File: config.mk
export PLATFORM = sky130hd
export DESIGN_NAME = rational_number_alu_core
export DESIGN_NICKNAME = d
export VERILOG_FILES = /design/src/design/rna_pkg.sv /design/src/design/rational_number_alu_core.sv
export SDC_FILE = /design/constraint.sdc
export NUM_CORES = 2
export LEC_CHECK = 0
export BUFFER_PORTS_ARGS = -buffer_cell sky130_fd_sc_hd__buf_2
export CORE_MARGIN = 1
export CORE_UTILIZATION = 50
export CTS_CLUSTER_DIAMETER = 40
export DETAILED_ROUTE_END_ITERATION = 8
export GPL_TIMING_DRIVEN = 0
export PLACE_DENSITY = 0.67
export SLEW_MARGIN = 10
export SYNTH_ARGS = -nofsm -noshare
export SYNTH_HDL_FRONTEND = slang
export SYNTH_SLANG_ARGS = --single-unit
File: constraint.sdc
create_clock -name clk_i -period 28.1 [get_ports clk_i]
set_clock_uncertainty 0.05 [all_clocks]
set_input_delay 8.43 -clock clk_i [delete_from_list [all_inputs] [get_ports clk_i]]
set_output_delay 8.43 -clock clk_i [all_outputs]
set_load 0.1 [all_outputs]
File: src/design/rna_pkg.sv
`timescale 1ns / 1ps
// ----------------------------------------------------------------------------
// rna_pkg: shared types and codes for the rational number ALU
// Transfer payloads, action and compare codes, and the sequencer states.
// ----------------------------------------------------------------------------
package rna_pkg;

  typedef enum logic [2:0] {
    ACT_ADD = 3'd0,
    ACT_SUB = 3'd1,
    ACT_MUL = 3'd2,
    ACT_DIV = 3'd3,
    ACT_CMP = 3'd4,
    ACT_INT = 3'd5
  } action_e;

  localparam logic [1:0] ORD_NONE    = 2'd0;
  localparam logic [1:0] ORD_LESS    = 2'd0;
  localparam logic [1:0] ORD_EQUAL   = 2'd1;
  localparam logic [1:0] ORD_GREATER = 2'd2;

  // Operand slots in the operand register file.
  localparam int unsigned OP_AN = 0;
  localparam int unsigned OP_AD = 1;
  localparam int unsigned OP_BN = 2;
  localparam int unsigned OP_BD = 3;
  localparam int unsigned NUM_OPS = 4;

  // Products formed by the shared multiplier for one item.
  localparam int unsigned MUL_STEPS = 3;

  typedef enum logic [6:0] {
    ST_IDLE = 7'b0000001,
    ST_MUL  = 7'b0000010,
    ST_SUM  = 7'b0000100,
    ST_GCD  = 7'b0001000,
    ST_DIVN = 7'b0010000,
    ST_DIVD = 7'b0100000,
    ST_OUT  = 7'b1000000
  } state_e;

  typedef struct packed {
    logic [2:0]         action;
    logic signed [15:0] a_num;
    logic signed [15:0] a_den;
    logic signed [15:0] b_num;
    logic signed [15:0] b_den;
  } in_t;

  typedef struct packed {
    logic signed [31:0] res_num;
    logic [30:0]        res_den;
    logic [1:0]         order;
    logic               error;
  } out_t;

endpackage

File: src/design/rational_number_alu_core.sv
`timescale 1ns / 1ps
// ----------------------------------------------------------------------------
// rational_number_alu_core: fraction add/sub/mul/div/compare/truncate
// Cross products on one shared multiplier, binary gcd and restoring division
// on one shared subtractor, all under a small one-hot sequencer.
// ----------------------------------------------------------------------------
//
//  Channel | Signals                         | Payload
//  --------+---------------------------------+-----------------------------
//  in      | in_valid_i, in_ready_o, in_i    | action, a_num, a_den, b_num, b_den
//  out     | out_valid_o, out_ready_i, out_o | res_num, res_den, order, error
//
//  One item at a time; in_ready_o is high only while the sequencer is idle.
//  Fraction actions form the products in the multiply state, combine them in the
//  sum state, reduce by the binary gcd loop and end with two bit-serial divisions,
//  numerator then denominator; a zero sum skips the gcd and the divisions.
//  Truncation runs the divider alone; errors and unused actions go straight out.
//  A finished result sits in an output register, so a stalled out channel
//  only holds the sequencer once a second result is ready. Reset is
//  asynchronous and clears only control state.
//
module rational_number_alu_core #(
  parameter int unsigned WIDTH = 16
) (
  input  logic          clk_i,
  input  logic          rst_ni,
  input  logic          in_valid_i,
  output logic          in_ready_o,
  input  rna_pkg::in_t  in_i,
  output logic          out_valid_o,
  input  logic          out_ready_i,
  output rna_pkg::out_t out_o
);

  localparam int unsigned PW = 2 * WIDTH;
  localparam int unsigned SW = PW + 2;
  localparam int unsigned CW = $clog2(PW);

  rna_pkg::state_e state_q, state_d;
  logic [CW-1:0]   cnt_q, cnt_d;
  logic            out_valid_q, out_valid_d;

  logic [2:0]       act_q, act_d;
  logic             int_q, int_d;
  logic [WIDTH-1:0] mag_q [rna_pkg::NUM_OPS];
  logic [WIDTH-1:0] mag_d [rna_pkg::NUM_OPS];
  logic             neg_q [rna_pkg::NUM_OPS];
  logic             neg_d [rna_pkg::NUM_OPS];
  logic [PW-1:0]    pa_q, pa_d, pb_q, pb_d, pd_q, pd_d;
  logic             pa_neg_q, pa_neg_d, pb_neg_q, pb_neg_d, pd_neg_q, pd_neg_d;
  logic             nneg_q, nneg_d;
  logic [1:0]       order_q, order_d;
  logic [PW-1:0]    u_q, u_d, v_q, v_d;
  logic [CW-1:0]    k_q, k_d;
  logic [PW-1:0]    dvd_q, dvd_d, rem_q, rem_d, dvs_q, dvs_d;
  rna_pkg::out_t    stg_q, stg_d, out_q, out_d;

  // Operand decode: each field is taken as a WIDTH-bit two's complement value.
  logic [WIDTH-1:0] in_raw [rna_pkg::NUM_OPS];
  logic [WIDTH-1:0] in_mag [rna_pkg::NUM_OPS];
  logic             in_neg [rna_pkg::NUM_OPS];

  assign in_raw[rna_pkg::OP_AN] = WIDTH'($unsigned(in_i.a_num));
  assign in_raw[rna_pkg::OP_AD] = WIDTH'($unsigned(in_i.a_den));
  assign in_raw[rna_pkg::OP_BN] = WIDTH'($unsigned(in_i.b_num));
  assign in_raw[rna_pkg::OP_BD] = WIDTH'($unsigned(in_i.b_den));

  always_comb begin
    for (int i = 0; i < rna_pkg::NUM_OPS; i++) begin
      in_neg[i] = in_raw[i][WIDTH-1];
      in_mag[i] = in_neg[i] ? (~in_raw[i] + WIDTH'(1)) : in_raw[i];
    end
  end

  // Shared multiplier, one product per cycle.
  logic [WIDTH-1:0] mul_x, mul_y;
  logic             mul_neg;
  logic [PW-1:0]    prod;

  always_comb begin
    case (cnt_q)
      CW'(0): begin
        mul_x   = mag_q[rna_pkg::OP_AN];
        mul_y   = (act_q == rna_pkg::ACT_MUL) ? mag_q[rna_pkg::OP_BN]
                                              : mag_q[rna_pkg::OP_BD];
        mul_neg = neg_q[rna_pkg::OP_AN] ^ ((act_q == rna_pkg::ACT_MUL) ?
                  neg_q[rna_pkg::OP_BN] : neg_q[rna_pkg::OP_BD]);
      end
      CW'(1): begin
        mul_x   = mag_q[rna_pkg::OP_BN];
        mul_y   = mag_q[rna_pkg::OP_AD];
        // Subtract and compare take the second cross product negated.
        mul_neg = neg_q[rna_pkg::OP_BN] ^ neg_q[rna_pkg::OP_AD] ^
                  ((act_q == rna_pkg::ACT_SUB) || (act_q == rna_pkg::ACT_CMP));
      end
      default: begin
        mul_x   = mag_q[rna_pkg::OP_AD];
        mul_y   = (act_q == rna_pkg::ACT_DIV) ? mag_q[rna_pkg::OP_BN]
                                              : mag_q[rna_pkg::OP_BD];
        mul_neg = neg_q[rna_pkg::OP_AD] ^ ((act_q == rna_pkg::ACT_DIV) ?
                  neg_q[rna_pkg::OP_BN] : neg_q[rna_pkg::OP_BD]);
      end
    endcase
  end

  assign prod = mul_x * mul_y;

  // Shared subtractor for the sum, the gcd steps and the divider.
  logic [SW-1:0] sub_x, sub_y, diff;
  logic          borrow;
  logic [PW-1:0] diff_abs;

  always_comb begin
    case (state_q)
      rna_pkg::ST_SUM: begin
        sub_x = {2'b00, pa_q};
        sub_y = {2'b00, pb_q};
      end
      rna_pkg::ST_GCD: begin
        sub_x = {2'b00, u_q};
        sub_y = {2'b00, v_q};
      end
      default: begin
        sub_x = {1'b0, rem_q, dvd_q[PW-1]};
        sub_y = {2'b00, dvs_q};
      end
    endcase
  end

  assign diff     = sub_x - sub_y;
  assign borrow   = diff[SW-1];
  assign diff_abs = borrow ? (~diff[PW-1:0] + PW'(1)) : diff[PW-1:0];

  // One restoring division step.
  logic [PW-1:0] rem_next, dvd_next;
  assign rem_next = borrow ? sub_x[PW-1:0] : diff[PW-1:0];
  assign dvd_next = {dvd_q[PW-2:0], ~borrow};

  // Sum of cross products (mul/div: first product), sign moved to the numerator.
  logic          same_sign;
  logic [PW-1:0] sum_mag;
  logic          sum_neg;
  logic          add_like;

  assign add_like  = (act_q == rna_pkg::ACT_ADD) || (act_q == rna_pkg::ACT_SUB) ||
                     (act_q == rna_pkg::ACT_CMP);
  assign same_sign = (pa_neg_q == pb_neg_q);

  always_comb begin
    if (!add_like) begin
      sum_mag = pa_q;
      sum_neg = pa_neg_q;
    end else if (same_sign) begin
      sum_mag = pa_q + pb_q;
      sum_neg = pa_neg_q;
    end else begin
      sum_mag = diff_abs;
      sum_neg = borrow ? pb_neg_q : pa_neg_q;
    end
  end

  function automatic logic [31:0] signed_num(logic [PW-1:0] mag, logic neg);
    logic [31:0] n32;
    n32 = 32'(mag);
    return neg ? (~n32 + 32'd1) : n32;
  endfunction

  logic in_xfer, out_load, op_err;
  assign in_xfer  = in_valid_i && in_ready_o;
  assign out_load = (state_q == rna_pkg::ST_OUT) && (!out_valid_q || out_ready_i);
  assign op_err   = (in_mag[rna_pkg::OP_AD] == '0) || (in_mag[rna_pkg::OP_BD] == '0) ||
                    ((in_i.action == rna_pkg::ACT_DIV) && (in_mag[rna_pkg::OP_BN] == '0));

  always_comb begin
    state_d  = state_q;
    cnt_d    = cnt_q;
    act_d    = act_q;
    int_d    = int_q;
    mag_d    = mag_q;
    neg_d    = neg_q;
    pa_d     = pa_q;
    pb_d     = pb_q;
    pd_d     = pd_q;
    pa_neg_d = pa_neg_q;
    pb_neg_d = pb_neg_q;
    pd_neg_d = pd_neg_q;
    nneg_d   = nneg_q;
    order_d  = order_q;
    u_d      = u_q;
    v_d      = v_q;
    k_d      = k_q;
    dvd_d    = dvd_q;
    rem_d    = rem_q;
    dvs_d    = dvs_q;
    stg_d    = stg_q;

    case (state_q)
      rna_pkg::ST_IDLE: begin
        if (in_xfer) begin
          act_d   = in_i.action;
          mag_d   = in_mag;
          neg_d   = in_neg;
          cnt_d   = '0;
          order_d = rna_pkg::ORD_NONE;
          stg_d.res_num = '0;
          stg_d.res_den = 31'd1;
          stg_d.order   = rna_pkg::ORD_NONE;
          stg_d.error   = 1'b0;
          if (in_i.action > rna_pkg::ACT_INT) begin
            state_d = rna_pkg::ST_OUT;
          end else if (in_i.action == rna_pkg::ACT_INT) begin
            if (in_mag[rna_pkg::OP_AD] == '0) begin
              stg_d.res_den = '0;
              stg_d.error   = 1'b1;
              state_d       = rna_pkg::ST_OUT;
            end else begin
              int_d   = 1'b1;
              nneg_d  = in_neg[rna_pkg::OP_AN] ^ in_neg[rna_pkg::OP_AD];
              dvd_d   = PW'(in_mag[rna_pkg::OP_AN]);
              dvs_d   = PW'(in_mag[rna_pkg::OP_AD]);
              rem_d   = '0;
              state_d = rna_pkg::ST_DIVN;
            end
          end else if (op_err) begin
            stg_d.res_den = '0;
            stg_d.error   = 1'b1;
            state_d       = rna_pkg::ST_OUT;
          end else begin
            int_d   = 1'b0;
            state_d = rna_pkg::ST_MUL;
          end
        end
      end

      rna_pkg::ST_MUL: begin
        case (cnt_q)
          CW'(0): begin
            pa_d     = prod;
            pa_neg_d = mul_neg;
          end
          CW'(1): begin
            pb_d     = prod;
            pb_neg_d = mul_neg;
          end
          default: begin
            pd_d     = prod;
            pd_neg_d = mul_neg;
          end
        endcase
        if (cnt_q == CW'(rna_pkg::MUL_STEPS - 1)) begin
          cnt_d   = '0;
          state_d = rna_pkg::ST_SUM;
        end else begin
          cnt_d = cnt_q + CW'(1);
        end
      end

      rna_pkg::ST_SUM: begin
        pa_d   = sum_mag;
        nneg_d = sum_neg ^ pd_neg_q;
        if (act_q == rna_pkg::ACT_CMP) begin
          if (sum_mag == '0) begin
            order_d = rna_pkg::ORD_EQUAL;
          end else if (sum_neg ^ pd_neg_q) begin
            order_d = rna_pkg::ORD_LESS;
          end else begin
            order_d = rna_pkg::ORD_GREATER;
          end
        end
        if (sum_mag == '0) begin
          stg_d.res_num = '0;
          stg_d.res_den = 31'd1;
          stg_d.order   = order_d;
          stg_d.error   = 1'b0;
          state_d       = rna_pkg::ST_OUT;
        end else begin
          u_d     = sum_mag;
          v_d     = pd_q;
          k_d     = '0;
          state_d = rna_pkg::ST_GCD;
        end
      end

      rna_pkg::ST_GCD: begin
        // Binary gcd: common factors of two first, then halve and subtract.
        if (u_q == '0) begin
          dvs_d   = v_q << k_q;
          dvd_d   = pa_q;
          rem_d   = '0;
          cnt_d   = '0;
          state_d = rna_pkg::ST_DIVN;
        end else if (!u_q[0] && !v_q[0]) begin
          u_d = u_q >> 1;
          v_d = v_q >> 1;
          k_d = k_q + CW'(1);
        end else if (!u_q[0]) begin
          u_d = u_q >> 1;
        end else if (!v_q[0]) begin
          v_d = v_q >> 1;
        end else if (!borrow) begin
          u_d = diff_abs >> 1;
        end else begin
          v_d = diff_abs >> 1;
        end
      end

      rna_pkg::ST_DIVN: begin
        dvd_d = dvd_next;
        rem_d = rem_next;
        cnt_d = cnt_q + CW'(1);
        if (cnt_q == CW'(PW - 1)) begin
          cnt_d = '0;
          if (int_q) begin
            stg_d.res_num = signed_num(dvd_next, nneg_q);
            stg_d.res_den = 31'd1;
            stg_d.order   = rna_pkg::ORD_NONE;
            stg_d.error   = 1'b0;
            state_d       = rna_pkg::ST_OUT;
          end else begin
            // Numerator quotient done; the divisor stays for the denominator.
            pa_d    = dvd_next;
            dvd_d   = pd_q;
            rem_d   = '0;
            state_d = rna_pkg::ST_DIVD;
          end
        end
      end

      rna_pkg::ST_DIVD: begin
        dvd_d = dvd_next;
        rem_d = rem_next;
        cnt_d = cnt_q + CW'(1);
        if (cnt_q == CW'(PW - 1)) begin
          cnt_d         = '0;
          stg_d.res_num = signed_num(pa_q, nneg_q);
          stg_d.res_den = 31'(dvd_next);
          stg_d.order   = order_q;
          stg_d.error   = 1'b0;
          state_d       = rna_pkg::ST_OUT;
        end
      end

      rna_pkg::ST_OUT: begin
        if (out_load) begin
          state_d = rna_pkg::ST_IDLE;
        end
      end

      default: begin
        state_d = rna_pkg::ST_IDLE;
      end
    endcase
  end

  always_comb begin
    out_d       = out_q;
    out_valid_d = out_valid_q && !out_ready_i;
    if (out_load) begin
      out_d       = stg_q;
      out_valid_d = 1'b1;
    end
  end

  always_ff @(posedge clk_i or negedge rst_ni) begin
    if (!rst_ni) begin
      state_q     <= rna_pkg::ST_IDLE;
      cnt_q       <= '0;
      int_q       <= 1'b0;
      out_valid_q <= 1'b0;
    end else begin
      state_q     <= state_d;
      cnt_q       <= cnt_d;
      int_q       <= int_d;
      out_valid_q <= out_valid_d;
    end
  end

  always_ff @(posedge clk_i) begin
    act_q    <= act_d;
    mag_q    <= mag_d;
    neg_q    <= neg_d;
    pa_q     <= pa_d;
    pb_q     <= pb_d;
    pd_q     <= pd_d;
    pa_neg_q <= pa_neg_d;
    pb_neg_q <= pb_neg_d;
    pd_neg_q <= pd_neg_d;
    nneg_q   <= nneg_d;
    order_q  <= order_d;
    u_q      <= u_d;
    v_q      <= v_d;
    k_q      <= k_d;
    dvd_q    <= dvd_d;
    rem_q    <= rem_d;
    dvs_q    <= dvs_d;
    stg_q    <= stg_d;
    out_q    <= out_d;
  end

  assign in_ready_o  = (state_q == rna_pkg::ST_IDLE);
  assign out_valid_o = out_valid_q;
  assign out_o       = out_q;

  // The divider never runs with a zero divisor.
  assert property (@(posedge clk_i) disable iff (!rst_ni)
    (state_q == rna_pkg::ST_DIVN || state_q == rna_pkg::ST_DIVD) |-> (dvs_q != '0))
    else $error("divider running with zero divisor");

  // The gcd loop always keeps a nonzero second value.
  assert property (@(posedge clk_i) disable iff (!rst_ni)
    (state_q == rna_pkg::ST_GCD) |-> (v_q != '0))
    else $error("gcd lost its nonzero operand");

  // An error result carries a zero fraction and no order.
  assert property (@(posedge clk_i) disable iff (!rst_ni)
    (out_valid_o && out_o.error) |->
      (out_o.res_num == '0 && out_o.res_den == '0 && out_o.order == rna_pkg::ORD_NONE))
    else $error("error result with nonzero payload");

  // A new result only appears after the sequencer has finished an item.
  assert property (@(posedge clk_i) disable iff (!rst_ni)
    $rose(out_valid_q) |-> ($past(state_q) == rna_pkg::ST_OUT))
    else $error("result raised outside the output state");

endmodule
Word-level counts from Yosys, hierarchy flattened
Index checks and enable logic that the tools add are counted.
{"block": "word_totals", "register_bits": 484, "input_bits": 71, "output_inout_bits": 68, "wordCells": 267}
{"block": "classes", "add_sub_neg": 11, "n_mul": 1, "order_cmp": 1, "eq_ne": 39, "shifts": 1, "muxes": 112, "n_bitwise": 16, "n_reduce_logical": 49}
{"op": "$mux W32", "count": 40}
{"op": "$mux W66", "count": 5}
{"op": "$pmux W66 S4", "count": 1}
{"op": "$pmux W32 S2", "count": 4}
{"op": "$pmux W32 S4", "count": 2}
{"op": "$add A32 B1 Y32 const B", "count": 3}
{"op": "$mux W16", "count": 6}
{"op": "$not A32 Y32", "count": 3}
{"op": "$pmux W32 S3", "count": 1}
{"op": "$mux W7", "count": 12}
{"op": "$pmux W33 S2", "count": 1}
{"op": "$add A16 B1 Y16 const B", "count": 4}
{"op": "$logic_not A32 Y1", "count": 2}
{"op": "$not A16 Y16", "count": 4}
{"op": "$pmux W16 S2", "count": 2}
{"op": "$mux W31", "count": 2}
{"op": "$pmux W7 S7", "count": 1}
{"op": "$logic_not A16 Y1", "count": 3}
{"op": "$mux W5", "count": 7}
{"op": "$sub A34 B34 Y34", "count": 1}
{"op": "$add A32 B32 Y32", "count": 1}
{"op": "$mul A16 B16 Y32", "count": 1}
{"op": "$shl A32 B5 Y32", "count": 1}
{"op": "$ne A2 B2 Y1 const B", "count": 14}
{"op": "other kinds (41)", "count": 109}

Depth between registers and ports, before layout
{"block": "depth", "word_depth": 13, "depth_mapped": 37, "ltp_nobuf": 34}

Least setup slack after synthesis
No wires, ideal clock.
{"block": "synth_timing", "path_kind": "input to register", "start": "input in_i[35] (netlist bit)", "end": "register dvd_q[0], enable pin", "setup_ns": 0.507, "arrival_time_ns": 13.590, "required_time_ns": 27.543, "setup_slack_ns": 13.953, "stages": 9, "n_path_buf": 0, "cell_sequence": "or4_1 -> or3_1 -> o41ai_1 -> xnor2_1 -> nor4_1 -> nor2b_1 -> nor2_1 -> or2_2 -> a21oi_1"}
{"item": "start: declaration", "line": "rational_number_alu_core.sv:29", "rtl": "input rna_pkg::in_t in_i,"}
{"item": "end signal: assignment", "line": "rational_number_alu_core.sv:393", "rtl": "dvd_q <= dvd_d;"}
{"item": "end: declaration", "line": "rational_number_alu_core.sv:55", "rtl": "logic [PW-1:0] dvd_q, dvd_d, rem_q, rem_d, dvs_q, dvs_d;"}

==> results.md <==
- Worst Path Required: 28.45 ns
- Top post-synthesis cells by count: 510 x nand2_1, 470 x edfxtp_1, 341 x nor2_1
- Worst path max stage delay: around 1.1 ns
- Cts-stage hold buffer count: 0
- Total GRT Usage: 39.7%
- Main combinational cell family by area after synthesis: compound AO/OA/AOI/OAI gates
- Hold-critical path depth: 0
- WL/cell: 29.6 um
- Initial Util: 50.4%
- First-pass GRT wire length: about 230000 um
- Synth Area in Adders: 15.7%
- Hold path endpoint: out_o[47]
- Slew Limit Fails: 0
- Reg clk slew, reported paths: 0.06 ns
- CTS sink cnt: around 480
- Share of layout cells above drive strength 1: 9.85%
- Cell area after synthesis: 39000 sq um
- Row cnt: approximately 100
- Die height: 281 um
- 1st-pass router iterations: 7
- P&R area growth vs syn: 13.5%
- Tightest Pin Transition: 1.33 ns
- Fmax: 0.0727 GHz
- Distinct cells, synth: 105
- Reg2reg setup slack: 14.34 ns
- Dominant synthesized flop cell: edfxtp_1
- Min-delay src: stg_q[47]
- Root buffer cell: clkbuf_16
- CTS tree: built
- Final #Nets: around 4700
- Simple-gate share of the synthesized area: 16.0%
- Most common cell in the netlist: nand2_1
- Worst path bufs/invs: 12
- Vias: roughly 35000
- Mapped Nets: about 4500
- R2R Path End: stg_q[62]
- RePlAce Congestion: ~1.1
- Worst Hold Class: flop to flop
- Final setup viols: 0
- Mux contribution to synthesized area: roughly 3%
- Tcrit/Tclk final: 49.0%
- Clock buffer depth: 3
- Total negative setup slack: 0 ns
- Critical R2R Launch: state_q[0]
- Maxcap violations: 0
- Post-synth EDFFs: 470
- Outcome: completed
- Initial antenna violation count: 11
- Delay-heaviest family, CP: buffers and inverters
- R2R depth: 33
- Grt ovf: 0
- Crit end category: flop
- Worst-Skew Late Latency: a little under 0.7 ns
- Post-synthesis xor/xnor area fraction: between 5 and 6%
- Yosys warns: 0
- Crit-path max FO: 10
- RSZ-0062 raised after global routing: no
- Final Hold Fails: 0
- DRC: 0
- Slew headroom: 10.6%
- Leading area contributor after synthesis: edfxtp_1
- Post-CTS setup buffer count: 0
- DR iter-0 viols: 4545
- DP Wirelength: 127000 um
- Vias per cell: between 6 and 7
- Post-Synthesis Cells: 4012
- Slowest CP cell: a311oi_2
- Cts repair resizes: 0
- Mean Syn Cell Area: 9.72 sq um
- DIE WIDTH: 281 um
- Worst path most repeated cell: clkbuf_1
- Crit path kind: flop to flop
- Largest net degree at the start of global routing: slightly above 70
- Post-synth ARST share: 2.89%
- Post-synthesis compound-gate area fraction: 17.2%
- Clock H-tree levels: 3
- Synth Register Bits: 484
- Core area: around 77000 sq um
- Total I/O pin count: 139
- Critical path launch point type: flop
- Num CTS Buffers: 79
- Clock period minus worst slack: 13.76 ns
- Vias in the first global route: 32800
- Final wirelength: between 150000 and 200000 um
- Top cells by area, synth: edfxtp_1 36%, fa_1 10%, ha_1 5.5%, nand2_1 4.9%, xnor2_1 3.9%
- Post-synthesis sequential area ratio: 37.1%
- Post-DRT Antenna Nets: 0
- Synth top area share: around 36%
- # port buffers: 138
- Worst Path Arrival: 14.11 ns
- Die area: 79100 sq um
[metrics by stage]
| step | hold WS (ns) | area [sq um] | instances | worst slack, ns | utilization, % |
|---|---|---|---|---|---|
| 2_1_floorplan | 0.350 | 39000 | 4012 | 13.95 | - |
| 3_3_place_gp | 0.352 | 41000 | 5190 | 10.81 | 53.0 |
| 3_5_place_dp | 0.355 | 41500 | 5208 | 14.93 | 53.7 |
| 4_1_cts | 0.357 | 44200 | 5354 | 15.08 | 57.2 |
| 5_1_grt | 0.360 | 44200 | 5354 | 14.31 | 57.2 |
| 6_report | 0.360 | 44300 | 5364 | 14.34 | 57.2 |
[layout make-up]
type,count,area [sq um]
clock buffers,90,2020
clock inverters,56,701
fillers,6868,33100
repair buffers,156,1070
well taps,1040,1300
diodes,10,25.0
multi-input cells,3003,22700
flip-flops and latches,484,14500
plain buffers,237,918
inverters,288,1080
[cells by family after synthesis]
kind of cell,Yosys count
multiplexers,85
buffers and inverters,525
AO/OA/AOI/OAI,958
adder cells (fa/ha/maj),373
AND/OR/NAND/NOR,1325
flip-flops,484
XOR/XNOR,262
[sequential cells by signal, indices dropped and copies added, names as in the netlist, 2 cells and up]
| name | flops |
|---|---|
| cnt_q | 5 |
| rem_q | 32 |
| dvs_q | 32 |
| state_q | 7 |
| u_q | 32 |
| pa_q | 32 |
| k_q | 5 |
| mag_q | 64 |
| stg_q | 66 |
| neg_q | 4 |
| pd_q | 32 |
| order_q | 2 |
| v_q | 32 |
| act_q | 3 |
| pb_q | 32 |
| out_o | 66 |
| dvd_q | 32 |
[worst max-delay path by stage]
stage / startpoint / to / depth (start not counted)
floorplan: in_i[35] / dvd_q[0] / 9
global placement: in_i[35] / dvd_q[27] / 10
detailed placement: in_i[35] / stg_q[3] / 15
CTS: state_q[0] / stg_q[62] / 33
global route: state_q[5] / stg_q[62] / 34
finish: state_q[0] / stg_q[62] / 33
[cell usage in the layout, fill, tap and decap left out, drive strengths merged, types with 25 or more instances in the layout]
cell type  count
nand2        510
edfxtp       470
nor2         342
inv          302
clkbuf       280
buf          203
fa           196
a21oi        194
ha           173
xnor2        173
o21ai        168
xor2          89
a22oi         76
and2          75
nor3          65
nand3         51
o31ai         47
a211oi        46
mux2i         45
o22ai         45
a21o          38
nor2b         37
nor4          35
o41ai         33
a222oi        31
nor3b         31
a221oi        29
a22o          29
or4           28
o211ai        27
clkinv        27
or3           26
nand2b        26
and3          25
[metal layers]
layer | GRT usage (%) | vias up | part of all wire [%] | wire, um
li1 | - | 15100 | - | -
met1 | 51.6 | 16900 | 38 | 61100
met3 | 11.1 | 539 | 12 | 19000
met5 | 0 | - | 0.13 | 203
met2 | 59.3 | 2345 | 42 | 67400
met4 | 23.2 | 8 | 7.1 | 11300
[worst reg2reg max path: cells and delay by family (launching register included)]
kind	cells	cell delay (ns)
buffers and inverters	12	5.08
and+or+nand+nor	9	3.54
AOI/OAI and AO/OA	9	3.46
adders and majority gates	2	0.60
DFF	1	0.56
xor gates and xnor gates	1	0.20
Power is left out: the tool's default activity adds up to more than one toggle a clock period on the data nets, which glitch-free logic cannot reach.
